File: config.mk
export PLATFORM = sky130hd
export DESIGN_NAME = emst_root
export DESIGN_NICKNAME = d
export VERILOG_FILES = /design/src/hdl/emst_pkg.sv /design/src/hdl/emst_root.sv
export SDC_FILE = /design/constraint.sdc
export NUM_CORES = 1
export LEC_CHECK = 0
export ABC_AREA = 1
export CORE_MARGIN = 8
export CORE_UTILIZATION = 65
export CTS_CLUSTER_DIAMETER = 150
export DETAILED_ROUTE_END_ITERATION = 16
export DONT_BUFFER_PORTS = 1
export PLACE_DENSITY = 0.78
export SETUP_SLACK_MARGIN = 0.3
export SYNTH_ARGS = -nofsm -noshare
export SYNTH_HDL_FRONTEND = slang
export SYNTH_SLANG_ARGS = --single-unit
File: constraint.sdc
create_clock -name clk -period 2.83 [get_ports clk]
set_input_delay 0.566 -clock clk [delete_from_list [all_inputs] [get_ports clk]]
set_output_delay 0.566 -clock clk [all_outputs]
set_load 0.02 [all_outputs]
File: src/hdl/emst_pkg.sv
package emst_pkg;

    localparam int COORD_BITS = 16;
    localparam int FRAC_BITS  = 16;
    localparam int TOTAL_BITS = 41;
    localparam int USED_BITS  = 9;

    // squared distance, radicand and root widths
    localparam int D2_BITS   = 2 * COORD_BITS + 1;
    localparam int RAD_RAW   = D2_BITS + 2 * FRAC_BITS;
    localparam int RAD_BITS  = RAD_RAW + (RAD_RAW % 2);
    localparam int ROOT_BITS = RAD_BITS / 2;

    typedef struct packed {
        logic signed [COORD_BITS-1:0] point_x;
        logic signed [COORD_BITS-1:0] point_y;
        logic                         last_point;
    } in_word_t;

    typedef struct packed {
        logic [TOTAL_BITS-1:0] total_length;
        logic [USED_BITS-1:0]  points_used;
        logic                  points_dropped;
    } out_word_t;

    typedef struct packed {
        logic                         valid;
        logic signed [COORD_BITS-1:0] x;
        logic signed [COORD_BITS-1:0] y;
    } point_t;

    typedef struct packed {
        logic shift;
        logic clear;
    } cell_ctrl_t;

    // one sweep down the chain: newest tree point plus running minimum
    typedef struct packed {
        logic                         valid;
        logic                         first;
        logic signed [COORD_BITS-1:0] bx;
        logic signed [COORD_BITS-1:0] by;
        logic                         found;
        logic [D2_BITS-1:0]           dmin;
        logic signed [COORD_BITS-1:0] mx;
        logic signed [COORD_BITS-1:0] my;
    } wave_t;

endpackage

File: src/hdl/emst_root.sv
module emst_root (
    input  logic                          clk,
    input  logic                          rst_n,
    input  logic                          go,
    input  logic [emst_pkg::D2_BITS-1:0]  d2,
    output logic                          done,
    output logic                          busy,
    output logic [emst_pkg::ROOT_BITS-1:0] root
);
    import emst_pkg::*;

    localparam int CNT_BITS = $clog2(ROOT_BITS + 1);

    logic [RAD_BITS-1:0]    rad_reg;
    logic [ROOT_BITS+1:0]   rem_reg;
    logic [ROOT_BITS-1:0]   root_reg;
    logic [CNT_BITS-1:0]    cnt_reg;
    logic                   busy_reg;
    logic                   done_reg;

    logic [ROOT_BITS+1:0]   rem_sh;
    logic [ROOT_BITS+1:0]   trial;
    logic                   take;

    assign rem_sh = {rem_reg[ROOT_BITS-1:0], rad_reg[RAD_BITS-1 -: 2]};
    assign trial  = {root_reg, 2'b01};
    assign take   = rem_sh >= trial;
    assign done   = done_reg;
    assign busy   = busy_reg;
    assign root   = root_reg;

    always_ff @(posedge clk or negedge rst_n)
    begin
        if (!rst_n)
        begin
            busy_reg <= 1'b0;
            done_reg <= 1'b0;
            cnt_reg  <= '0;
        end
        else
        begin
            done_reg <= 1'b0;
            if (go)
            begin
                busy_reg <= 1'b1;
                cnt_reg  <= '0;
            end
            else if (busy_reg)
            begin
                cnt_reg <= cnt_reg + 1'b1;
                if (cnt_reg == CNT_BITS'(ROOT_BITS - 1))
                begin
                    busy_reg <= 1'b0;
                    done_reg <= 1'b1;
                end
            end
        end
    end

    // one root bit per cycle, restoring
    always_ff @(posedge clk)
    begin
        if (go)
        begin
            rad_reg  <= {{(RAD_BITS - RAD_RAW){1'b0}}, d2, {(2 * FRAC_BITS){1'b0}}};
            rem_reg  <= '0;
            root_reg <= '0;
        end
        else if (busy_reg)
        begin
            rad_reg  <= {rad_reg[RAD_BITS-3:0], 2'b00};
            rem_reg  <= take ? (rem_sh - trial) : rem_sh;
            root_reg <= {root_reg[ROOT_BITS-2:0], take};
        end
    end

    done_only_when_busy: assert property (@(posedge clk) disable iff (!rst_n)
        done |-> $past(busy_reg))
        else $error("root done without a running root");
    no_go_while_busy: assert property (@(posedge clk) disable iff (!rst_n)
        busy_reg |-> !go)
        else $error("root restarted while running");
    done_one_cycle: assert property (@(posedge clk) disable iff (!rst_n)
        done |=> !done)
        else $error("root done held");

endmodule

## Word-level counts from Yosys, hierarchy flattened

Cells that the tools add are included.

| storage, ports and cells | value |
|---|---|
| ROM bits | 0 |
| register bits | 108 |
| output and inout port bits | 35 |
| input bits | 36 |
| memories kept | 0 |
| latch bits | 0 |
| bits in writable memories | 0 |
| word-level logic and storage cells | 23 |

| operators by class | value |
|---|---|
| $add $sub $neg | 2 |
| multiplexer cells | 11 |
| reductions and logical operators | 1 |
| divide/modulo/power cells | 0 |
| bitwise operators | 0 |
| shifts and indexed selects | 0 |
| multiply operators | 0 |
| equality and inequality tests | 1 |
| $lt $le $gt $ge | 1 |

Operator list:

| operator | number |
|---|---|
| two-way mux 65 bit | 2 |
| greater-or-equal comparator 35 bit | 1 |
| two-way mux 33 bit | 1 |
| subtractor 33 bit | 1 |
| two-way mux 6 bit | 2 |
| adder 6 x 1 -> 6 bit (second input constant) | 1 |
| == test 6 bit (second input constant) | 1 |
| two-way mux 1 bit | 6 |
| nonzero test 2 bit | 1 |

## Logic depth before layout (Yosys ltp)

Gate-level depths: netlist (run 1).

| logic depth | value |
|---|---|
| word-level depth | 4 |
| gate-level depth with buffers | 17 |
| depth with buffers taken out | 16 |

## Worst setup path before layout (run 1)

OpenSTA, ideal clock, no wires.

| timing | value |
|---|---|
| path kind | input to register |
| start | input go |
| end | register rad_reg[32], enable pin |
| arrival | 2241 ps |
| data required time | 2420 ps |
| library setup time | 410 ps |
| setup slack | 179 ps |
| buffers on the path | 2 |
| stages on the path | 4 |
| cell sequence | clkbuf_1 -> nor2_1 -> inv_2 -> buf_1 |

| between the ends | value |
|---|---|
| longest elaborated chain between the ends | 1 |

Ends and longest elaborated chain:

| item | line | source |
|---|---|---|
| start: declaration | emst_root.sv:4 | `input logic go,` |
| nonzero test 2 bit (no line) | -- |  |
| end signal: assignment | emst_root.sv:65 | `rad_reg <= {{(RAD_BITS - RAD_RAW){1'b0}}, d2, {(2 * FRAC_BITS){1'b0}}};` |
| end signal: assignment | emst_root.sv:71 | `rad_reg <= {rad_reg[RAD_BITS-3:0], 2'b00};` |
| end: declaration | emst_root.sv:14 | `logic [RAD_BITS-1:0] rad_reg;` |

Every way passes these cells.
A chain may end at the register's enable or synchronous reset.

## Final worst setup path (run 1)

| timing | value |
|---|---|
| start | register root_reg[20] (netlist: root[20]) |
| end | register rem_reg[24] |

| between the ends | value |
|---|---|
| longest elaborated chain between the ends | 2 |
| elaborated cells on any way between the ends | 3 |
| those cells by class | 1 x add/sub; 1 x order compare; 1 x mux |

Ends and longest elaborated chain:

| item | line | source |
|---|---|---|
| start: declaration | emst_root.sv:16 | `logic [ROOT_BITS-1:0] root_reg;` |
| start signal: assignment | emst_root.sv:73 | `root_reg <= {root_reg[ROOT_BITS-2:0], take};` |
| subtractor 33 bit or greater-or-equal comparator 35 bit (tied branches) | emst_root.sv:72, emst_root.sv:27 |  |
| two-way mux 33 bit (*) | emst_root.sv:72 | `rem_reg <= take ? (rem_sh - trial) : rem_sh;` |
| end signal: assignment | emst_root.sv:72 |  |
| end: declaration | emst_root.sv:15 | `logic [ROOT_BITS+1:0] rem_reg;` |

Every way passes the cells marked *; elsewhere a longest branch is shown, timed or not.

==> results.json, run 1 <==
{
  "status": "finished clean",
  "vdd_drop_max_v": 0.000556,
  "hp-class": "primary input to register",
  "startpoint": "root[20]",
  "vias_per_cell": 5.40,
  "rsz0062_at_grt": "true",
  "critPathCaptureType": "register",
  "cts_made_buffers": 9,
  "hold_viol_final": 0,
  "slowest_delay_ps": 410,
  "routed_wl_mm": 18.0,
  "largest_reg_flops": 34,
  "crit_arrival_ps": 2710,
  "grt_use_met1": 0.305,
  "crit_top_cell": "nand2_1",
  "holdCritStartpoint": "go",
  "dp.cells": 1168,
  "dp_hpwl_mm": 13.1,
  "drt_iter0_markers": 490,
  "drive_gt1_frac": 0.0779,
  "cp.required_ps": 3140,
  "die_h_microns": 119,
  "cp_max_fo": 17,
  "synth_fp_nets": 1116,
  "drc_errors": 0,
  "yosysTopAreaCell": "nand2_1",
  "num_vias": 6415,
  "overflow": 0,
  "met3_usage": 0.0657,
  "final_common_cell": "nand2_1",
  "cp_slowest_cell": "dfxtp_2",
  "netlist_area_sq_um": 6930,
  "grt_use_total": 0.244,
  "busiest_layer": "met2",
  "ios": 71,
  "portBuffers": 0,
  "die_w_microns": 119,
  "grt_max_degree": 49,
  "synth_area_leaders": "nand2_1 25%, dfxtp_1 19%, edfxtp_1 14%",
  "grt_use_met2": 0.402,
  "grt_pass1_wl_mm": 28.8,
  "synthCells": 1043,
  "maxCapViolCount": 0,
  "clock_latency_ps": 410,
  "power_density_nw_per_um2": 1150,
  "synth-seq-cells": 108,
  "ys_seq_area_frac": 0.366,
  "leakage_uw": 0.00391,
  "slew_headroom": 0.702,
  "fin_crit_ps": 2410,
  "clockBufferDepth": 2,
  "fmax_ghz": 0.416,
  "worstSetupPathType": "register to register",
  "cts.sinks": 108,
  "cts_root_buf": "clkbuf_8",
  "grt_pass1_vias": 6149,
  "start_util": 0.671,
  "yosysWarnings": 0,
  "antenna_found_initial": 0,
  "setup_tns_ps": 0,
  "fp.dieArea_sq_um": 14200,
  "total_power_uw": 8520,
  "drt_first_pass_iters": 5,
  "finalSetupViolCount": 0,
  "cts.reportedPaths.clkPinSlew_ps": 120,
  "layout.nets": 1121,
  "drtAntennaViolNets": 0,
  "gp_congestion": 0.963,
  "avgSynthCellArea_sq_um": 6.64,
  "worst_pin_slew_ps": 446,
  "cts_tree": "yes",
  "final_cell_mix": "461 x nand2_1, 144 x inv_1, 60 x nand3_1",
  "wl_per_cell_microns": 15.1,
  "path_cells": "inv_1 -> ha_1 -> nand2_1 -> nor2_4 -> nand2_2 -> nor4_4 -> nand2_8 -> nand2_4 -> nand2_1 -> nand3_1 -> nand2_1",
  "area_growth_pct": 7.33,
  "core_sq_um": 10300,
  "fin_crit_sh": 0.850,
  "finClkSkew_ps": 18.2,
  "htree_levels": 3,
  "slew_viol_final": 0,
  "synth_cell_types": 37,
  "rows": 37,
  "final_cell_count_no_fill": 1189,
  "worst_setup_path_start_kind": "register",
  "synth.top_cell.area_share": 0.251,
  "num_antenna_cells": 0,
  "worstReg2RegStart": "root[20]"
}
[timing repair]
| item | CTS | global route |
|---|---|---|
| endpoints found under the setup margin | 1 | 34 |
| hold buffers | 1 | 0 |
| pin swaps | 1 | 3 |
| buffers inserted | 0 | 2 |
| endpoints found under the hold margin | 8 | 0 |
| gates resized for setup | 0 | 34 |
| gates cloned | 0 | 2 |
[area by class of cell]
cell class / count / area, sq um
multi-input combinational: 760 / 3800
clock buffer: 11 / 131
tap: 136 / 170
sequential: 108 / 2560
fill: 901 / 2890
timing repair buffer: 18 / 170
inverter: 151 / 567
clock inverter: 5 / 37.5
[per-stage QoR]
| stage | setup WS (ps) | hold WS [ps] | utilization | area, sq um |
|---|---|---|---|---|
| 3_5_place_dp | 333 | 271 | 0.689 | 7110 |
| 4_1_cts | 308 | 222 | 0.706 | 7290 |
| 5_1_grt | 260 | 213 | 0.720 | 7440 |
| 3_3_place_gp | 355 | 271 | 0.689 | 7110 |
| 6_report | 424 | 227 | 0.720 | 7440 |
| 2_1_floorplan | 651 | 270 | - | 6940 |
[per-layer routing]
layer	wire [microns]	share of wire
met5	0	0
met4	394	0.022
met3	1180	0.065
met2	8270	0.46
met1	8150	0.45
[cells by family (layout without fill, tap and decap cells)]
logic type               after synthesis  count (layout)  share of synthesized area
flip-flops                           108             108                      0.366
adder cells (fa/ha/maj)               37              37                     0.0668
XOR/XNOR                              15              15                     0.0190
buffers and inverters                177             185                      0.100
AND/OR/NAND/NOR                      630             632                      0.385
AO/OA/AOI/OAI                         76              76                     0.0638
[worst paths after layout]
kind / endpoint / slack (ps) / cells past startpoint
min in group asynchronous: busy / 510 / 1
setup reg to reg: rem_reg[24] / 420 / 11
hold / removal: cnt_reg[2] / 230 / 1
max in group asynchronous: cnt_reg[5] / 2050 / 1
setup / recovery: rem_reg[24] / 420 / 11
hold reg to reg: rad_reg[65] / 460 / 2
[worst max-delay path, delay by kind of cell, from the launching register on]
kind / cells / cell delay (ps)
buffers and inverters: 1 / 100
DFF: 1 / 410
adders and majority gates: 1 / 360
and+or+nand+nor: 9 / 1420
[synth_stat cells (all sizes together)]
library cell / n
xnor2: 9
nor2: 58
nand2: 468
a31oi: 1
nand3: 62
dfrtp: 8
o21a: 1
clkinv: 3
dfxtp: 67
o21ai: 8
a21oi: 27
nand4: 9
buf: 9
nor3: 6
o22ai: 32
and3: 3
a21o: 3
o21bai: 4
inv: 148
xor2: 6
clkbuf: 17
nor4: 1
ha: 37
and2: 3
edfxtp: 33
nand3b: 20
[report_power, final]
part / switching (uW) / internal [uW]
clock network: 573 / 328
logic: 3690 / 1890
registers: 185 / 1860
total: 4440 / 4080
No activity file was read; power rests on OpenSTA's default activity.
==> run 2: changes to the inputs <==
Clock period 2.83 ns to 2.9 ns, I/O delays scaled along.
==> results.json, run 2 (synthesis gave the netlist of run 1 again) <==
{
  "status": "finished clean",
  "critPathCaptureType": "register",
  "start_util": 0.671,
  "final_common_cell": "nand2_1",
  "fin_util": 0.712,
  "power_density_nw_per_um2": 1120,
  "rows": 37,
  "dp_hpwl_mm": 12.9,
  "finalSetupViolCount": 0,
  "fill_cells": 937,
  "gp_congestion": 0.960,
  "grt_use_total": 0.246,
  "finClkSkew_ps": 14.9,
  "fin_crit_ps": 2440,
  "cp.required_ps": 3200,
  "cp_max_fo": 20,
  "drt_first_pass_iters": 5,
  "final_cell_count_no_fill": 1182,
  "setup_ws_ps": 460,
  "antenna_found_initial": 0,
  "grt_max_degree": 52,
  "die_w_microns": 119,
  "met3_usage": 0.0675,
  "vdd_drop_max_v": 0.000634,
  "crit_arrival_ps": 2740,
  "fin_crit_sh": 0.841,
  "grt_use_met2": 0.401,
  "routed_wl_mm": 17.2,
  "drc_errors": 0,
  "maxCapViolCount": 0,
  "grt_use_met1": 0.300,
  "rsz0062_at_grt": "false",
  "clockBufferDepth": 2,
  "grt_pass1_wl_mm": 28.7,
  "fp.dieArea_sq_um": 14200,
  "htree_levels": 3,
  "cts.sinks": 108,
  "grt_pass1_vias": 6097,
  "final_cell_mix": "464 x nand2_1, 144 x inv_1, 60 x nand3_1",
  "setup_tns_ps": 0,
  "drtAntennaViolNets": 0,
  "leakage_uw": 0.00388,
  "hold_viol_final": 0,
  "dp_slack_ps": 365,
  "cts_tree": "yes",
  "die_h_microns": 119,
  "vias_per_cell": 5.37,
  "ios": 71,
  "layout.nets": 1114,
  "num_antenna_cells": 0,
  "worstSetupPathType": "register to register",
  "overflow": 0,
  "worst_pin_slew_ps": 423,
  "drive_gt1_frac": 0.0698,
  "drt_iter0_markers": 467,
  "portBuffers": 0,
  "clock_latency_ps": 410,
  "hp-class": "primary input to register",
  "worst_setup_path_start_kind": "register",
  "cts_made_buffers": 9,
  "largest_reg_flops": 34,
  "slew_headroom": 0.718,
  "core_sq_um": 10300,
  "fmax_ghz": 0.410,
  "num_vias": 6346,
  "area_growth_pct": 6.05,
  "cts_root_buf": "clkbuf_8",
  "cts.reportedPaths.clkPinSlew_ps": 110,
  "wl_per_cell_microns": 14.5,
  "busiest_layer": "met2",
  "dp.cells": 1162,
  "slew_viol_final": 0
}
run 2: cell count changes in the layout (fill, tap and decap cells not counted), moves of 2 or more:
cell / previous run / this run
buf_4: 14 / 9
clkbuf_1: 2 / 0
clkinv_2: 2 / 0
dfxtp_2: 18 / 20
ha_1: 34 / 37
ha_4: 3 / 0
nand2_1: 461 / 464
nand2_2: 4 / 2
nand2_4: 3 / 1
nor2_2: 8 / 11
nor2_4: 3 / 1
run 2: worst max-delay path, cell delays in order, from the launching register on:
cell      delay, ps
dfxtp_2         400
inv_1            90
ha_1            370
nand2_1         170
inv_1            50
nand2_1          90
nand2_1          80
nand2_1          80
nand2_1          90
inv_2            80
nand3_2         150
nand2_8         160
buf_6           220
nand3b_1        140
nand3_1         110
nand2_1          50
run 2: path summary, 6_finish.rpt:
kind | start | endpoint | slack (ps) | depth (start not counted)
hold / removal | go | cnt_reg[2] | 230 | 1
setup reg to reg | root[12] | rem_reg[20] | 460 | 15
min in group asynchronous | rst_n | cnt_reg[4] | 520 | 1
hold reg to reg | rad_reg[63] | rad_reg[65] | 460 | 2
max in group asynchronous | rst_n | busy | 2110 | 1
setup / recovery | root[12] | rem_reg[20] | 460 | 15
run 2: layout make-up:
cell class	count	area, sq um	share of cell area
Sequential cell	108	2560	0.348
Tap cell	136	170	0.0232
Multi-Input combinational cell	759	3730	0.508
Timing Repair Buffer	12	109	0.0148
Inverter	151	567	0.0771
Clock buffer	10	149	0.0203
Clock inverter	6	62.6	0.00851
run 2: layer usage:
metal,wire length [microns],part of all wire
met4,519,0.030
met3,1220,0.071
met1,7570,0.44
met2,7870,0.46
met5,0,0
run 2: power breakdown:
| group | internal [uW] | switching, uW | leakage (uW) |
|---|---|---|---|
| Clock | 389 | 576 | 0.000109 |
| Combinational | 1810 | 3470 | 0.00275 |
| Sequential | 1820 | 172 | 0.00103 |
| Total | 4020 | 4220 | 0.00388 |
run 2: stage by stage:
stage,instance area [sq um],power [uW],hold WS (ps)
after CTS,7280,8050,213
after global placement,7060,7010,285
final,7350,8240,233
after floorplan,6930,6050,284
after global routing,7350,9080,213
after detailed placement,7060,7060,285
run 2: repair_timing:
item	CTS	global route
hold endpoints to repair	8	0
gates resized for setup	0	24
endpoints found under the setup margin	0	34
hold buffers	1	0
setup buffers	0	2
==> run 3: changes to the inputs <==
Settings changed: ABC_AREA 1 to 0, CORE_UTILIZATION 65 to 58, PLACE_DENSITY 0.78 to 0.73.
Clock period 2.9 ns to 2.1 ns, I/O delays scaled along.
==> results.json, run 3 <==
{
  "crit_arrival_ps": 2960,
  "cp.required_ps": 2390,
  "layout.nets": 915,
  "drc_errors": 0,
  "start_util": 0.591,
  "final_cell_count_no_fill": 987,
  "synth.top_cell.area_share": 0.211,
  "routed_wl_mm": 18.6,
  "drtAntennaViolNets": 0,
  "worst_setup_path_start_kind": "register",
  "drt_first_pass_iters": 5,
  "fp.dieArea_sq_um": 14600,
  "slew_viol_final": 0,
  "drt_iter0_markers": 408,
  "worstSetupEndpoint": "rem_reg[3]",
  "grt_use_total": 0.244,
  "grt_max_degree": 97,
  "synth_cell_types": 63,
  "fin_util": 0.824,
  "synth_area_leaders": "dfxtp_1 21%, edfxtp_1 16%, ha_1 7.3%",
  "fill_cells": 662,
  "maxCapViolCount": 0,
  "violations": "negative setup slack",
  "ios": 71,
  "worstSetupPathType": "register to register",
  "vias_per_cell": 5.92,
  "gp_congestion": 0.955,
  "synth-seq-cells": 108,
  "portBuffers": 0,
  "leakage_uw": 0.00389,
  "clock_latency_ps": 400,
  "power_density_nw_per_um2": 1560,
  "holdCritStartpoint": "go",
  "yosysTopAreaCell": "dfxtp_1",
  "grt_pass1_wl_mm": 28.8,
  "finClkSkew_ps": 11.4,
  "cts.sinks": 108,
  "hold_viol_final": 0,
  "rsz0062_at_grt": "true",
  "largest_reg_flops": 34,
  "final_cell_mix": "165 x buf_4, 79 x nor2_1, 47 x nand2_1",
  "setup_ws_ps": -566,
  "die_w_microns": 121,
  "reg2reg_depth": 11,
  "die_h_microns": 121,
  "overflow": 0,
  "synth_fp_nets": 756,
  "cts.reportedPaths.clkPinSlew_ps": 110,
  "dp.cells": 945,
  "timing.rr.end": "rem_reg[3]",
  "dp_hpwl_mm": 12.2,
  "yosysWarnings": 0,
  "num_antenna_cells": 0,
  "grt_pass1_vias": 5942,
  "fmax_ghz": 0.375,
  "clockBufferDepth": 2,
  "dp_slack_ps": -522,
  "fin_crit_ps": 2670,
  "cts_root_buf": "clkbuf_8",
  "synthArstFlopShare": 0.0741,
  "netlist_area_sq_um": 6350,
  "reg2reg_slack_ps": -570,
  "rows": 38,
  "cts_tree": "yes",
  "slew_headroom": 0.636,
  "hp-class": "primary input to register",
  "status": "finished, violations left",
  "core_sq_um": 10700,
  "ys.flop_type": "dfxtp_1",
  "startpoint": "rem_reg[0]",
  "synth_commonest_cells": "82 x nor2_1, 67 x dfxtp_1, 64 x nand2_1",
  "synth_edf_count": 33,
  "worstReg2RegStart": "rem_reg[0]",
  "avgSynthCellArea_sq_um": 9.30,
  "cp_max_fo": 10,
  "synthCells": 683,
  "worst_pin_slew_ps": 540,
  "area_growth_pct": 39.4,
  "antenna_found_initial": 0,
  "drive_gt1_frac": 0.452,
  "critPathCaptureType": "register",
  "fin_crit_sh": 1.27,
  "finalSetupViolCount": 34,
  "num_vias": 5841,
  "total_power_uw": 13800,
  "setup_tns_ps": -15460,
  "final_common_cell": "buf_4",
  "htree_levels": 3,
  "synth_most_common_cell": "nor2_1",
  "ys_seq_area_frac": 0.399,
  "wl_per_cell_microns": 18.9,
  "vdd_drop_max_v": 0.000875,
  "cts_made_buffers": 9
}
-- run 3: cell count changes in the layout (fill, tap and decap cells not counted), moves of 31 or more --
cell / before / now
nor2_1: 45 / 79
nand2_1: 464 / 47
buf_4: 9 / 165
inv_1: 144 / 33
nand3_1: 60 / 6
o22ai_1: 32 / 0
mux2_2: 0 / 31
mux2i_1: 0 / 37
-- run 3: worst min-delay path by stage --
stage	end	depth (start not counted)
final	cnt_reg[0]	1
after CTS	cnt_reg[0]	1
after global placement	cnt_reg[2]	0
after global routing	cnt_reg[2]	1
after floorplan	busy	0
after detailed placement	cnt_reg[1]	0
-- run 3: where the power goes --
group / internal, uW / switching, uW
combinational: 4990 / 4720
clock: 579 / 796
sequential: 2470 / 247
total: 8040 / 5770
-- run 3: logic make-up (layout without fill, tap and decap cells) --
family | count (synthesis) | in the layout | share of synthesized area
AND/OR/NAND/NOR | 203 | 203 | 0.145
flip-flops | 108 | 108 | 0.399
XOR/XNOR | 32 | 32 | 0.0441
adder cells (fa/ha/maj) | 37 | 37 | 0.0729
buffers and inverters | 79 | 243 | 0.0603
AO/OA/AOI/OAI | 156 | 156 | 0.166
multiplexers | 68 | 68 | 0.113
-- run 3: cell type report --
class | instances | area [sq um] | area share
Multi-Input combinational cell | 496 | 4200 | 0.474
Sequential cell | 108 | 2630 | 0.297
Timing Repair Buffer | 182 | 1470 | 0.166
Inverter | 45 | 175 | 0.0198
Tap cell | 140 | 175 | 0.0198
Clock buffer | 10 | 128 | 0.0144
Clock inverter | 6 | 82.6 | 0.00932
-- run 3: worst max-delay path, stage by stage (launching register included) --
cell and delay [ps]:
dfxtp_1 440, ha_4 250, o211ai_1 270, o21ai_2 110, o211ai_1 250, a21oi_2 100
o211a_1 280, buf_6 150, nor2_4 170, buf_8 170, nand2_1 80, a311oi_1 310
-- run 3: timing repair --
item                                    4_1_cts  5_1_grt
cloned                                        2        0
pin swaps                                    46       17
buffers inserted                             21        2
resized for setup                            99       25
hold buffers                                  1        0
endpoints found under the setup margin       34       34
hold endpoints to repair                      8        0
-- run 3: stage by stage --
step / hold WS [ps] / instance area, sq um
after floorplan: 124 / 6860
after global placement: 125 / 7970
after detailed placement: 125 / 7970
after CTS: 61.8 / 8710
after global routing: 50.3 / 8860
final: 73.3 / 8860
-- run 3: metal layers --
| layer | wire length, microns | global-route usage | vias up |
|---|---|---|---|
| met5 | 0 | 0 | - |
| met4 | 703 | 0.112 | 0 |
| met3 | 1240 | 0.0732 | 67 |
| met2 | 9190 | 0.424 | 196 |
| met1 | 7510 | 0.270 | 2823 |
| li1 | - | - | 2755 |
