`config.mk`:
```
export PLATFORM = sky130hd
export DESIGN_NAME = emst_cell
export DESIGN_NICKNAME = d
export VERILOG_FILES = /design/src/hdl/emst_pkg.sv /design/src/hdl/emst_cell.sv
export SDC_FILE = /design/constraint.sdc
export NUM_CORES = 1
export LEC_CHECK = 0
export BUFFER_PORTS_ARGS = -buffer_cell sky130_fd_sc_hd__clkbuf_2
export CAP_MARGIN = 10
export CELL_PAD_IN_SITES_DETAIL_PLACEMENT = 0
export CELL_PAD_IN_SITES_GLOBAL_PLACEMENT = 1
export CORE_MARGIN = 2
export CORE_UTILIZATION = 48
export CTS_CLUSTER_SIZE = 16
export DETAILED_ROUTE_END_ITERATION = 16
export GPL_TIMING_DRIVEN = 0
export PLACE_DENSITY_LB_ADDON = 0.15
export SYNTH_ARGS = -nofsm -noshare
export SYNTH_HDL_FRONTEND = slang
export SYNTH_SLANG_ARGS = --single-unit
```
`constraint.sdc`:
```
create_clock -name clk -period 24.5 [get_ports clk]
set_clock_uncertainty 0.15 [all_clocks]
set_input_delay 3.675 -clock clk [delete_from_list [all_inputs] [get_ports clk]]
set_output_delay 3.675 -clock clk [all_outputs]
set_load 0.01 [all_outputs]
```
`src/hdl/emst_pkg.sv`:
```
package emst_pkg;

    localparam int COORD_BITS = 16;
    localparam int FRAC_BITS  = 16;
    localparam int TOTAL_BITS = 41;
    localparam int USED_BITS  = 9;

    // squared distance, radicand and root widths
    localparam int D2_BITS   = 2 * COORD_BITS + 1;
    localparam int RAD_RAW   = D2_BITS + 2 * FRAC_BITS;
    localparam int RAD_BITS  = RAD_RAW + (RAD_RAW % 2);
    localparam int ROOT_BITS = RAD_BITS / 2;

    typedef struct packed {
        logic signed [COORD_BITS-1:0] point_x;
        logic signed [COORD_BITS-1:0] point_y;
        logic                         last_point;
    } in_word_t;

    typedef struct packed {
        logic [TOTAL_BITS-1:0] total_length;
        logic [USED_BITS-1:0]  points_used;
        logic                  points_dropped;
    } out_word_t;

    typedef struct packed {
        logic                         valid;
        logic signed [COORD_BITS-1:0] x;
        logic signed [COORD_BITS-1:0] y;
    } point_t;

    typedef struct packed {
        logic shift;
        logic clear;
    } cell_ctrl_t;

    // one sweep down the chain: newest tree point plus running minimum
    typedef struct packed {
        logic                         valid;
        logic                         first;
        logic signed [COORD_BITS-1:0] bx;
        logic signed [COORD_BITS-1:0] by;
        logic                         found;
        logic [D2_BITS-1:0]           dmin;
        logic signed [COORD_BITS-1:0] mx;
        logic signed [COORD_BITS-1:0] my;
    } wave_t;

endpackage

```
`src/hdl/emst_cell.sv`:
```
module emst_cell (
    input  logic               clk,
    input  logic               rst_n,
    input  emst_pkg::cell_ctrl_t ctrl,
    input  emst_pkg::point_t   pt_in,
    output emst_pkg::point_t   pt_out,
    input  emst_pkg::wave_t    wave_in,
    output emst_pkg::wave_t    wave_out
);
    import emst_pkg::*;

    logic                         valid_reg;
    logic signed [COORD_BITS-1:0] x_reg;
    logic signed [COORD_BITS-1:0] y_reg;
    logic                         in_tree_reg;
    logic                         in_tree_next;
    logic [D2_BITS-1:0]           dist_reg;
    logic [D2_BITS-1:0]           dist_next;
    wave_t                        wave_reg;
    wave_t                        wave_next;

    logic                         match;
    logic signed [COORD_BITS:0]   dx;
    logic signed [COORD_BITS:0]   dy;
    logic [COORD_BITS-1:0]        ax;
    logic [COORD_BITS-1:0]        ay;
    logic [D2_BITS-1:0]           d2;
    logic                         active;

    assign pt_out   = '{valid: valid_reg, x: x_reg, y: y_reg};
    assign wave_out = wave_reg;

    assign active = wave_in.valid && valid_reg;
    assign match  = (x_reg == wave_in.bx) && (y_reg == wave_in.by);
    assign dx     = {x_reg[COORD_BITS-1], x_reg} - {wave_in.bx[COORD_BITS-1], wave_in.bx};
    assign dy     = {y_reg[COORD_BITS-1], y_reg} - {wave_in.by[COORD_BITS-1], wave_in.by};
    assign ax     = dx[COORD_BITS] ? COORD_BITS'(-dx) : COORD_BITS'(dx);
    assign ay     = dy[COORD_BITS] ? COORD_BITS'(-dy) : COORD_BITS'(dy);
    assign d2     = D2_BITS'(ax * ax) + D2_BITS'(ay * ay);

    always_comb
    begin
        in_tree_next = in_tree_reg;
        dist_next    = dist_reg;
        wave_next    = wave_in;
        if (active)
        begin
            in_tree_next = wave_in.first ? match : (in_tree_reg | match);
            if (!in_tree_next)
            begin
                dist_next = (wave_in.first || d2 < dist_reg) ? d2 : dist_reg;
                if (!wave_in.found || dist_next < wave_in.dmin)
                begin
                    wave_next.found = 1'b1;
                    wave_next.dmin  = dist_next;
                    wave_next.mx    = x_reg;
                    wave_next.my    = y_reg;
                end
            end
        end
    end

    always_ff @(posedge clk or negedge rst_n)
    begin
        if (!rst_n)
        begin
            valid_reg   <= 1'b0;
            in_tree_reg <= 1'b0;
            wave_reg    <= '0;
        end
        else
        begin
            if (ctrl.clear)
                valid_reg <= 1'b0;
            else if (ctrl.shift)
                valid_reg <= pt_in.valid;
            in_tree_reg <= in_tree_next;
            wave_reg    <= wave_next;
        end
    end

    always_ff @(posedge clk)
    begin
        if (ctrl.shift)
        begin
            x_reg <= pt_in.x;
            y_reg <= pt_in.y;
        end
        dist_reg <= dist_next;
    end

endmodule

```
* After elaboration in Yosys (flattened, before gate mapping)
Cells that the tools add are included.
Cells by class: add/subtract/negate cells 5, multiply operators 2, $lt $le $gt $ge 2, equality and inequality tests 2, multiplexer cells 9, bitwise logic cells 2, reduce and logical (&&, ||, !) cells 7
Operators with widths (count):
- two-way mux 66 bit | 3
- less-than comparator 33 bit | 2
- multiplier 16 x 16 -> 32 bit | 2
- subtractor 16 x 16 -> 17 bit | 2
- adder 32 x 32 -> 33 bit | 1
- two-way mux 33 bit | 1
- equality test 16 bit | 2
- two-way mux 16 bit | 2
- negation 16 bit | 2
- two-way mux 1 bit | 3
- logical AND 1 bit | 2
- logical OR 1 bit | 2
- AND reduction 2 bit | 1
- nonzero test 2 bit | 1
- zero test 1 bit | 1
- NOT 1 bit | 1
- bitwise OR 1 bit | 1
Storage, ports and cells: register bits 167, input bits 137, logic and storage cells 42

* Longest topological paths before layout
Gate-level depths: netlist of run 1.
depth in word-level cells 13, depth in mapped cells 64

* Least setup slack after synthesis of run 1
No wires, ideal clock.
path type input -> register, start in wave_in[82] (netlist name), end reg wave_reg (netlist bit wave_out[55]), arrival time 16.739 ns, path slack 7.486 ns, stages on the path 60, path through ha_1 -> inv_1 -> fa_1 -> a211oi_2 -> o21ai_1 -> a31o_2 -> a21o_1 -> o22ai_1 -> mux2i_1 -> clkbuf_1 -> o21ai_0 -> xor2_1 -> buf_2 -> nor2_1 -> fa_1 -> fa_1 -> inv_1 -> fa_1 -> [24 not listed] -> nor2_1 -> clkbuf_1 -> clkbuf_1 -> nand2_1 -> o21ai_0 -> ha_1 -> o21ai_0 -> o21bai_1 -> a211oi_1 -> o21ai_0 -> nand2_1 -> nand3_1 -> a211oi_1 -> o21ai_0 -> o22ai_1 -> buf_2 -> buf_4 -> mux2_2
RTL lines:
- from (decl) | line emst_cell.sv:7 | input emst_pkg::wave_t wave_in,
- to (signal assigned) | line emst_cell.sv:78 | wave_reg <= wave_next;
- to (decl) | line emst_cell.sv:19 | wave_t wave_reg;

==> out/qor.yml, run 1 <==
clock_tree:
  cts_tree: "yes"
  cts.sinks: 167
  cts_root_buf: "clkbuf_16"
  cts_hold_buf: 0
  cts_buffers: 17
  clk_pin_slew_ns: 0.07
  post_cts_buffers: 0
  clk_latency_ns: 0.49
  clock_path_buffers: 2
  post_cts_resized: 0
  h-tree-depth: 4
global_route:
  gr-total-overflow: 0
  grt_pass1_wl_mm: 106
  antenna_found_initial: 1
  grt_util_all_layers_pct: 25.6
  grt_max_degree: 103
  grt_pass1_vias: 20312
final_layout:
  regArea_sq_um: 4500
  final_common_cell: "inv_1"
  nets: 3698
  final_cell_mix: "634 x inv_1, 390 x fa_1, 288 x ha_1"
  antenna_cells: 0
  drive_above_1_share_pct: 16.1
  syn_to_final_growth_pct: 11.5
  multi_input_area_sq_um: 17800
  n_fill_cell: 4809
  largest_reg_flops: 100
routing:
  routed_via_density: 5.23
  drt-initial-drc-count: 994
  vias: 18693
  drc: 0
  ant_nets: 0
  wire_per_inst_um: 18.3
  drt-total-wl_mm: 65.5
  drt_first_pass_iters: 5
setup_path:
  max_stage_delay_ns: 0.84
  worst_setup_path_start_kind: "input pin"
  required_ns: 24.70
  critPathTopFamily: "adder cells"
  critPathMaxFanout: 10
  endpoint_kind: "flip-flop"
  reg2regPathDepth: 59
  r2r-end: "wave_out[32]$_DFF_PN0_"
  arrival_ns: 21.07
  cp_num_buf_inv: 13
  path_class: "in2reg"
  crit_slowest_cell: "xnor2_1"
  reg2reg_from: "x_reg[0]$_DFFE_PP_"
  r2r_setup_slack_ns: 6.40
  crit_path_frequent_cell: "fa_1"
synthesis:
  synth_ff_type: "dfrtp_1"
  synth_fp_nets: 3407
  synth_edf_count: 65
  ys_seq_area_share_pct: 18.0
  yosys_warnings: 0
  syn_avg_cell_area_sq_um: 9.64
  synth_cells: 2592
  synth-seq-cells: 167
  async_flop_share_pct: 61.1
  ys_types: 88
  syn_area_sq_um: 25000
sta:
  whs_ns: 0.356
  rsz0062_at_grt: "no"
  finalMaxSlewViolations: 0
  fmax_mhz: 47.9
  finalWorstSetupSlack_ns: 3.63
  setup_violations: 0
  tightest_slew_ns: 1.25
  max_slew_margin_pct: 16.4
  fin_setup_tns_ns: 0
  hold_violations: 0
  finalCriticalPeriod_ns: 20.87
  min_period_over_period_pct: 85.2
min_path:
  min_from: "in_tree_reg$_DFFE_PN0P_"
  min_to: "in_tree_reg$_DFFE_PN0P_"
  hp-class: "reg2reg"
  min_path_cells: 2
place:
  hpwl_mm: 56.4
  place_congestion: 0.901
  port_buffers: 269
  preCtsSetupSlack_ns: 3.15
floorplanning:
  die_w_um: 232
  ios: 270
  core-area_sq_um: 51400
  initial_utilization_pct: 48.6
  rows: 83
  fp.dieH_um: 232
  dieArea_sq_um: 53900
run_status:
  outcome: "finished, final reports clean"
job:
  maxCapViolations: 0
[cell usage after synthesis (24+ instances only)]
| library cell | instances | share of area [%] |
|---|---|---|
| a21o_1 | 33 | 0.99 |
| a21oi_1 | 67 | 1.3 |
| clkbuf_1 | 35 | 0.53 |
| dfrtp_1 | 102 | 10 |
| edfxtp_1 | 65 | 7.8 |
| fa_1 | 390 | 31 |
| ha_1 | 288 | 14 |
| inv_1 | 634 | 9.5 |
| mux2_2 | 74 | 3.3 |
| nand2_1 | 146 | 2.2 |
| nand2b_1 | 35 | 0.88 |
| nand3_1 | 24 | 0.48 |
| nor2_1 | 230 | 3.5 |
| nor3_1 | 24 | 0.48 |
| o21ai_0 | 79 | 1.6 |
| xnor2_1 | 51 | 1.8 |
| xor2_1 | 32 | 1.1 |
[metrics by stage]
step	util, %	cell area [sq um]	std cells
5_1_grt	54.2	27900	3576
6_report	54.2	27900	3576
2_1_floorplan	-	25000	2592
3_3_place_gp	52.9	27200	3541
4_1_cts	54.2	27900	3576
3_5_place_dp	53.0	27300	3544
[worst reg2reg max path: cells and delay by family (launching register included)]
| kind | cells | cell delay (ns) |
|---|---|---|
| fa+ha+maj | 13 | 5.52 |
| simple gates | 11 | 2.40 |
| flops | 1 | 0.44 |
| xor+xnor | 2 | 0.99 |
| mux | 2 | 0.67 |
| compound gates | 18 | 4.70 |
| buf+inv | 13 | 3.09 |
[area by class of cell]
class / count / area share (%)
clock buffer: 18 / 1.58
inverter: 642 / 8.66
sequential: 167 / 16.2
timing repair buffer: 272 / 5.01
multi-input combinational: 1714 / 63.7
clock inverter: 14 / 0.637
buffer: 69 / 1.18
tap: 680 / 3.05
[cells by family (layout without fill, tap and decap cells)]
| logic type | after synthesis | in the layout | share of synthesized area [%] |
|---|---|---|---|
| compound gates | 303 | 303 | 8.09 |
| flops | 167 | 167 | 18.0 |
| fa+ha+maj | 678 | 678 | 45.6 |
| mux | 80 | 80 | 3.59 |
| xor+xnor | 86 | 86 | 3.15 |
| simple gates | 567 | 567 | 10.5 |
| buf+inv | 711 | 1015 | 11.0 |
[per-layer routing]
metal / vias up / wire, um / part of all wire, % / global-route usage (%)
met5: - / 0 / 0 / 0
met4: 0 / 1690 / 2.6 / 7.85
met3: 70 / 3470 / 5.3 / 3.79
met2: 479 / 33100 / 50 / 44.4
met1: 9406 / 27300 / 42 / 33.0
li1: 8738 / - / - / -
[how the worst max path moves through the flow]
stage / slack [ns] / cells past startpoint / endpoint / startpoint
3_5_place_dp: 3.15 / 59 / wave_out[29]$_DFF_PN0_ / wave_in[82]
2_1_floorplan: 7.49 / 60 / wave_out[55]$_DFF_PN0_ / wave_in[82]
5_1_grt: 2.41 / 59 / wave_out[32]$_DFF_PN0_ / wave_in[82]
4_1_cts: 3.59 / 59 / wave_out[32]$_DFF_PN0_ / wave_in[82]
6_report: 3.63 / 59 / wave_out[32]$_DFF_PN0_ / wave_in[82]
3_3_place_gp: 3.14 / 54 / wave_out[32]$_DFF_PN0_ / wave_in[66]
Power of run 1 is left out: the tool's default activity adds up to more than one toggle a clock period on the data nets, which glitch-free logic cannot reach.
==> run 2, diff against run 1 <==
--- a/config.mk
+++ b/config.mk
@@ -7,2 +7,3 @@
 export LEC_CHECK = 0
+export ABC_AREA = 1
 export BUFFER_PORTS_ARGS = -buffer_cell sky130_fd_sc_hd__clkbuf_2
--- a/constraint.sdc
+++ b/constraint.sdc
@@ -4,2 +4,2 @@
 set_output_delay 3.675 -clock clk [all_outputs]
-set_load 0.01 [all_outputs]
+set_load 0.05 [all_outputs]
==> out/qor.yml, run 2 <==
run_status:
  outcome: "finished, final reports clean"
clock_tree:
  clk_pin_slew_ns: 0.08  # about the same
  clk_latency_ns: 0.47  # -0.02 ns
  h-tree-depth: 4  # unchanged
  cts_root_buf: "clkbuf_16"
  clock_path_buffers: 2  # unchanged
  cts_tree: "yes"
  post_cts_buffers: 0  # unchanged
  cts_buffers: 17  # unchanged
  post_cts_resized: 0  # unchanged
  cts_hold_buf: 0  # unchanged
  cts.sinks: 167  # unchanged
synthesis:
  syn_area_sq_um: 25100  # +0.30%
  syn_avg_cell_area_sq_um: 8.55  # -11%
  yosysMostFrequentCell: "inv_1"
  synth_commonest_cells: "752 x inv_1, 533 x nand2_1, 390 x fa_1"
  async_flop_share_pct: 61.1  # unchanged
  yosys_warnings: 0  # unchanged
  ys_seq_area_share_pct: 18.0  # -0.053 points
  ys_types: 53  # -40%
  yosys.area.top_type: "fa_1"
  synth-seq-cells: 167  # unchanged
  synth_edf_count: 65  # unchanged
  ys_top_cells_by_area: "fa_1 31%, ha_1 14%, inv_1 11%, dfrtp_1 10%, nand2_1 8.0%"
  synth_cells: 2931  # +13%
  synth_fp_nets: 3746  # +10%
  synth_ff_type: "dfrtp_1"
  yosysTopAreaCellShare_pct: 31.1  # -0.092 points
global_route:
  grt_pass1_wl_mm: 110  # +4.1%
  gr-total-overflow: 0  # unchanged
  grt_pass1_vias: 20864  # +2.7%
  grt_util_all_layers_pct: 26.5  # +0.87 points
  antenna_found_initial: 0  # -1
  grt_max_degree: 65  # -37%
final_layout:
  final_cell_mix: "752 x inv_1, 533 x nand2_1, 390 x fa_1"
  largest_reg_flops: 100  # unchanged
  nets: 4036  # +9.1%
  n_fill_cell: 4911  # +2.1%
  syn_to_final_growth_pct: 11.4
  drive_above_1_share_pct: 12.8  # -3.3 points
  antenna_cells: 0  # unchanged
  final_common_cell: "inv_1"
setup_path:
  crit_slowest_cell: "nor3_1"
  arrival_ns: 18.49  # -2.58 ns
  crit_path_frequent_cell: "nand2_1"
  endpoint_kind: "flip-flop"
  worst_setup_path_start_kind: "input pin"
  r2r-end: "wave_out[58]$_DFF_PN0_"
  reg2regPathDepth: 61  # +3.4%
  max_stage_delay_ns: 0.65  # -0.19 ns
  reg2reg_from: "y_reg[13]$_DFFE_PP_"
  required_ns: 24.71  # about the same
  crit_path_start: "wave_in[79]"
  worstSetupEndpoint: "wave_out[58]$_DFF_PN0_"
  critPathMaxFanout: 10  # unchanged
  path_class: "in2reg"
  r2r_setup_slack_ns: 8.96  # +2.56 ns
sta:
  tightest_slew_ns: 1.01  # -0.242 ns
  min_period_over_period_pct: 74.6  # -11 points
  finalMaxSlewViolations: 0  # unchanged
  rsz0062_at_grt: "no"
  max_slew_margin_pct: 32.8  # +16 points
  finalCriticalPeriod_ns: 18.28  # -2.59 ns
  setup_violations: 0  # unchanged
  whs_ns: 0.377  # +0.0207 ns
  fmax_mhz: 54.7  # +14%
  hold_violations: 0  # unchanged
  fin_setup_tns_ns: 0  # unchanged
min_path:
  hp-class: "reg2reg"
floorplanning:
  core-area_sq_um: 51500  # +0.20%
  fp.dieH_um: 233  # +0.14%
  ios: 270  # unchanged
  rows: 83  # unchanged
  dieArea_sq_um: 54100  # +0.29%
  die_w_um: 233  # +0.14%
  initial_utilization_pct: 48.7  # about the same
routing:
  ant_nets: 0  # unchanged
  wire_per_inst_um: 17.2  # -5.9%
  drt_first_pass_iters: 6  # +1
  routed_via_density: 4.95  # -5.2%
  drc: 0  # unchanged
  drt-initial-drc-count: 921  # -7.3%
  drt-total-wl_mm: 67.4  # +3.0%
  vias: 19390  # +3.7%
job:
  maxCapViolations: 0  # unchanged
place:
  hpwl_mm: 59.4  # +5.3%
  port_buffers: 269  # unchanged
  place_congestion: 0.929  # +3.1%
[run 2: cell types whose count changed after synthesis, sizes merged, moves of 19 or more]
cell / change
o21ai: +19
clkbuf: -19
nand3: +55
mux2: -75
nand2: +399
a21oi: +21
xnor2: -33
inv: +132
nor2: +36
a21o: -24
nand2b: -35
[run 2: area by class of cell]
class                           count  area [sq um]  area share (%)
Clock buffer                       18           439            1.57
Buffer                             55           320            1.15
Tap cell                          680           851            3.05
Sequential cell                   167          4500            16.1
Inverter                          773          2900            10.4
Multi-Input combinational cell   1936         17300            62.1
Timing Repair Buffer              271          1400            5.03
Clock inverter                     14           154           0.551
[run 2: cells by family after synthesis]
logic type	count (synthesis)	synth area share [%]
and+or+nand+nor	961	16.0
AOI/OAI and AO/OA	234	5.22
DFF	167	18.0
buffers and inverters	828	12.9
adders and majority gates	678	45.5
xor gates and xnor gates	63	2.46
[run 2: critical path: cells and delay by family]
family | cells | cell delay [ns]
buffers and inverters | 15 | 2.50
xor gates and xnor gates | 1 | 0.19
adders and majority gates | 12 | 5.35
AOI/OAI and AO/OA | 8 | 2.17
and+or+nand+nor | 27 | 4.57
[run 2: how the worst min path moves through the flow]
stage                             from                       to  slack, ns  cells after the start
6_report       in_tree_reg$_DFFE_PN0P_  in_tree_reg$_DFFE_PN0P_       0.38                      2
5_1_grt        in_tree_reg$_DFFE_PN0P_  in_tree_reg$_DFFE_PN0P_       0.40                      2
4_1_cts        in_tree_reg$_DFFE_PN0P_  in_tree_reg$_DFFE_PN0P_       0.38                      2
3_5_place_dp   in_tree_reg$_DFFE_PN0P_  in_tree_reg$_DFFE_PN0P_       0.36                      2
3_3_place_gp   in_tree_reg$_DFFE_PN0P_  in_tree_reg$_DFFE_PN0P_       0.34                      2
2_1_floorplan  in_tree_reg$_DFFE_PN0P_  in_tree_reg$_DFFE_PN0P_       0.33                      2
[run 2: metal layers]
layer | GRT usage [%] | wire (um)
met1 | 35.4 | 30200
met2 | 45.7 | 33200
met3 | 3.05 | 2480
met4 | 7.09 | 1650
met5 | 0 | 0
[run 2: per-stage QoR]
step                std cells  util (%)  setup slack, ns  area (sq um)
detailed placement       3881      53.0             5.81         27300
global placement         3880      52.9             5.84         27300
CTS                      3913      54.2             6.25         27900
floorplan                2931         -             9.51         25100
global route             3914      54.2             5.24         27900
finish                   3914      54.2             6.22         27900
Power of run 2 is left out for the same reason.
==> run 3, diff against run 2 <==
CORE_UTILIZATION = 47   (was 48)
clock period = 19.15 ns   (was 24.5 ns; I/O delays follow)
==> out/qor.yml, run 3 (synthesis results as in run 2) <==
clock_tree:
  cts_tree: "yes"
  h-tree-depth: 4  # unchanged
  cts_hold_buf: 0  # unchanged
  cts_root_buf: "clkbuf_16"
  post_cts_buffers: 0  # unchanged
  cts.sinks: 167  # unchanged
  clock_path_buffers: 2  # unchanged
  post_cts_resized: 0  # unchanged
  cts_buffers: 17  # unchanged
  clk_pin_slew_ns: 0.07  # about the same
  clk_latency_ns: 0.47  # about the same
final_layout:
  final_cell_mix: "752 x inv_1, 533 x nand2_1, 390 x fa_1"
  syn_to_final_growth_pct: 11.6
  drive_above_1_share_pct: 12.8  # -0.031 points
  nets: 4036  # unchanged
  final_core_util_pct: 53.1  # -1.1 points
  final_common_cell: "inv_1"
  largest_reg_flops: 100  # unchanged
sta:
  rsz0062_at_grt: "no"
  setup_violations: 0  # unchanged
  hold_violations: 0  # unchanged
  max_slew_margin_pct: 35.6  # +2.8 points
  fmax_mhz: 56.9
  whs_ns: 0.366  # -0.0103 ns
  finalCriticalPeriod_ns: 17.56
  tightest_slew_ns: 0.966  # -0.0417 ns
  finalMaxSlewViolations: 0  # unchanged
  fin_setup_tns_ns: 0  # unchanged
  min_period_over_period_pct: 91.7
routing:
  ant_nets: 0  # unchanged
  routed_via_density: 4.94  # -0.27%
  drt-initial-drc-count: 931  # +1.1%
  wire_per_inst_um: 17.3  # +0.44%
  drt-total-wl_mm: 67.9  # +0.67%
  vias: 19383  # -0.036%
  drt_first_pass_iters: 6  # unchanged
  drc: 0  # unchanged
setup_path:
  required_ns: 19.34  # -5.37 ns
  crit_slowest_cell: "nor3_1"
  arrival_ns: 17.76  # -0.73 ns
  critPathMaxFanout: 10  # unchanged
  crit_path_frequent_cell: "nand2_1"
  endpoint_kind: "flip-flop"
  path_class: "in2reg"
  max_stage_delay_ns: 0.63  # -0.02 ns
  worst_setup_path_start_kind: "input pin"
global_route:
  antenna_found_initial: 1  # +1
  gr-total-overflow: 0  # unchanged
  grt_pass1_wl_mm: 110  # +0.25%
  grt_max_degree: 66  # +1.5%
  grt_pass1_vias: 20808  # -0.27%
  grt_util_all_layers_pct: 25.6  # -0.93 points
floorplanning:
  core-area_sq_um: 52700  # +2.2%
  ios: 270  # unchanged
  die_w_um: 235  # +1.0%
  fp.dieH_um: 235  # +1.0%
  initial_utilization_pct: 47.6  # -1.1 points
  rows: 84  # +1.2%
  dieArea_sq_um: 55200  # +2.1%
place:
  port_buffers: 269  # unchanged
  hpwl_mm: 59.8  # +0.62%
  place_congestion: 0.914  # -1.6%
job:
  maxCapViolations: 0  # unchanged
run_status:
  outcome: "finished, final reports clean"
min_path:
  hp-class: "reg2reg"
[run 3: per-stage QoR]
step / instances / area, sq um / setup slack (ns)
final: 3923 / 28000 / 1.59
after global routing: 3922 / 28000 / 0.680
after CTS: 3921 / 27900 / 1.63
after detailed placement: 3889 / 27300 / 1.19
after global placement: 3888 / 27300 / 1.25
after floorplan: 2931 / 25100 / 4.96
[run 3: worst paths after layout]
kind / startpoint / end / slack (ns) / cells after the start
worst max-delay path: wave_in[79] / wave_out[55]$_DFF_PN0_ / 1.59 / 63
worst min-delay path: in_tree_reg$_DFFE_PN0P_ / in_tree_reg$_DFFE_PN0P_ / 0.37 / 2
worst max register to register: y_reg[13]$_DFFE_PP_ / wave_out[55]$_DFF_PN0_ / 3.53 / 61
worst min register to register: in_tree_reg$_DFFE_PN0P_ / in_tree_reg$_DFFE_PN0P_ / 0.37 / 2
max in group asynchronous: rst_n / wave_out[45]$_DFF_PN0_ / 15.81 / 2
min in group asynchronous: rst_n / wave_out[76]$_DFF_PN0_ / 2.27 / 1
[run 3: layer usage]
layer  up-vias  track usage, %  share of wire, %
met1      9491            34.0                44
met2       414            43.2                49
met4         0            7.94               2.8
met3        86            3.74               4.1
met5         -               0                 0
li1       9392               -                 -
[run 3: critical path: cells and delay by family]
family                   cells  cell delay [ns]
AND/OR/NAND/NOR             27             4.55
XOR/XNOR                     1             0.21
adder cells (fa/ha/maj)     12             5.33
buffers and inverters       15             2.49
AO/OA/AOI/OAI                8             2.25
[run 3: area by class of cell]
| class | count | area, sq um |
|---|---|---|
| inverters | 773 | 2900 |
| fillers | 5074 | 24700 |
| diodes | 1 | 2.50 |
| repair buffers | 271 | 1400 |
| clock inverters | 14 | 205 |
| flip-flops and latches | 167 | 4500 |
| clock buffers | 18 | 429 |
| multi-input cells | 1936 | 17300 |
| well taps | 688 | 861 |
| plain buffers | 55 | 320 |
Power of run 3 is left out for the same reason.
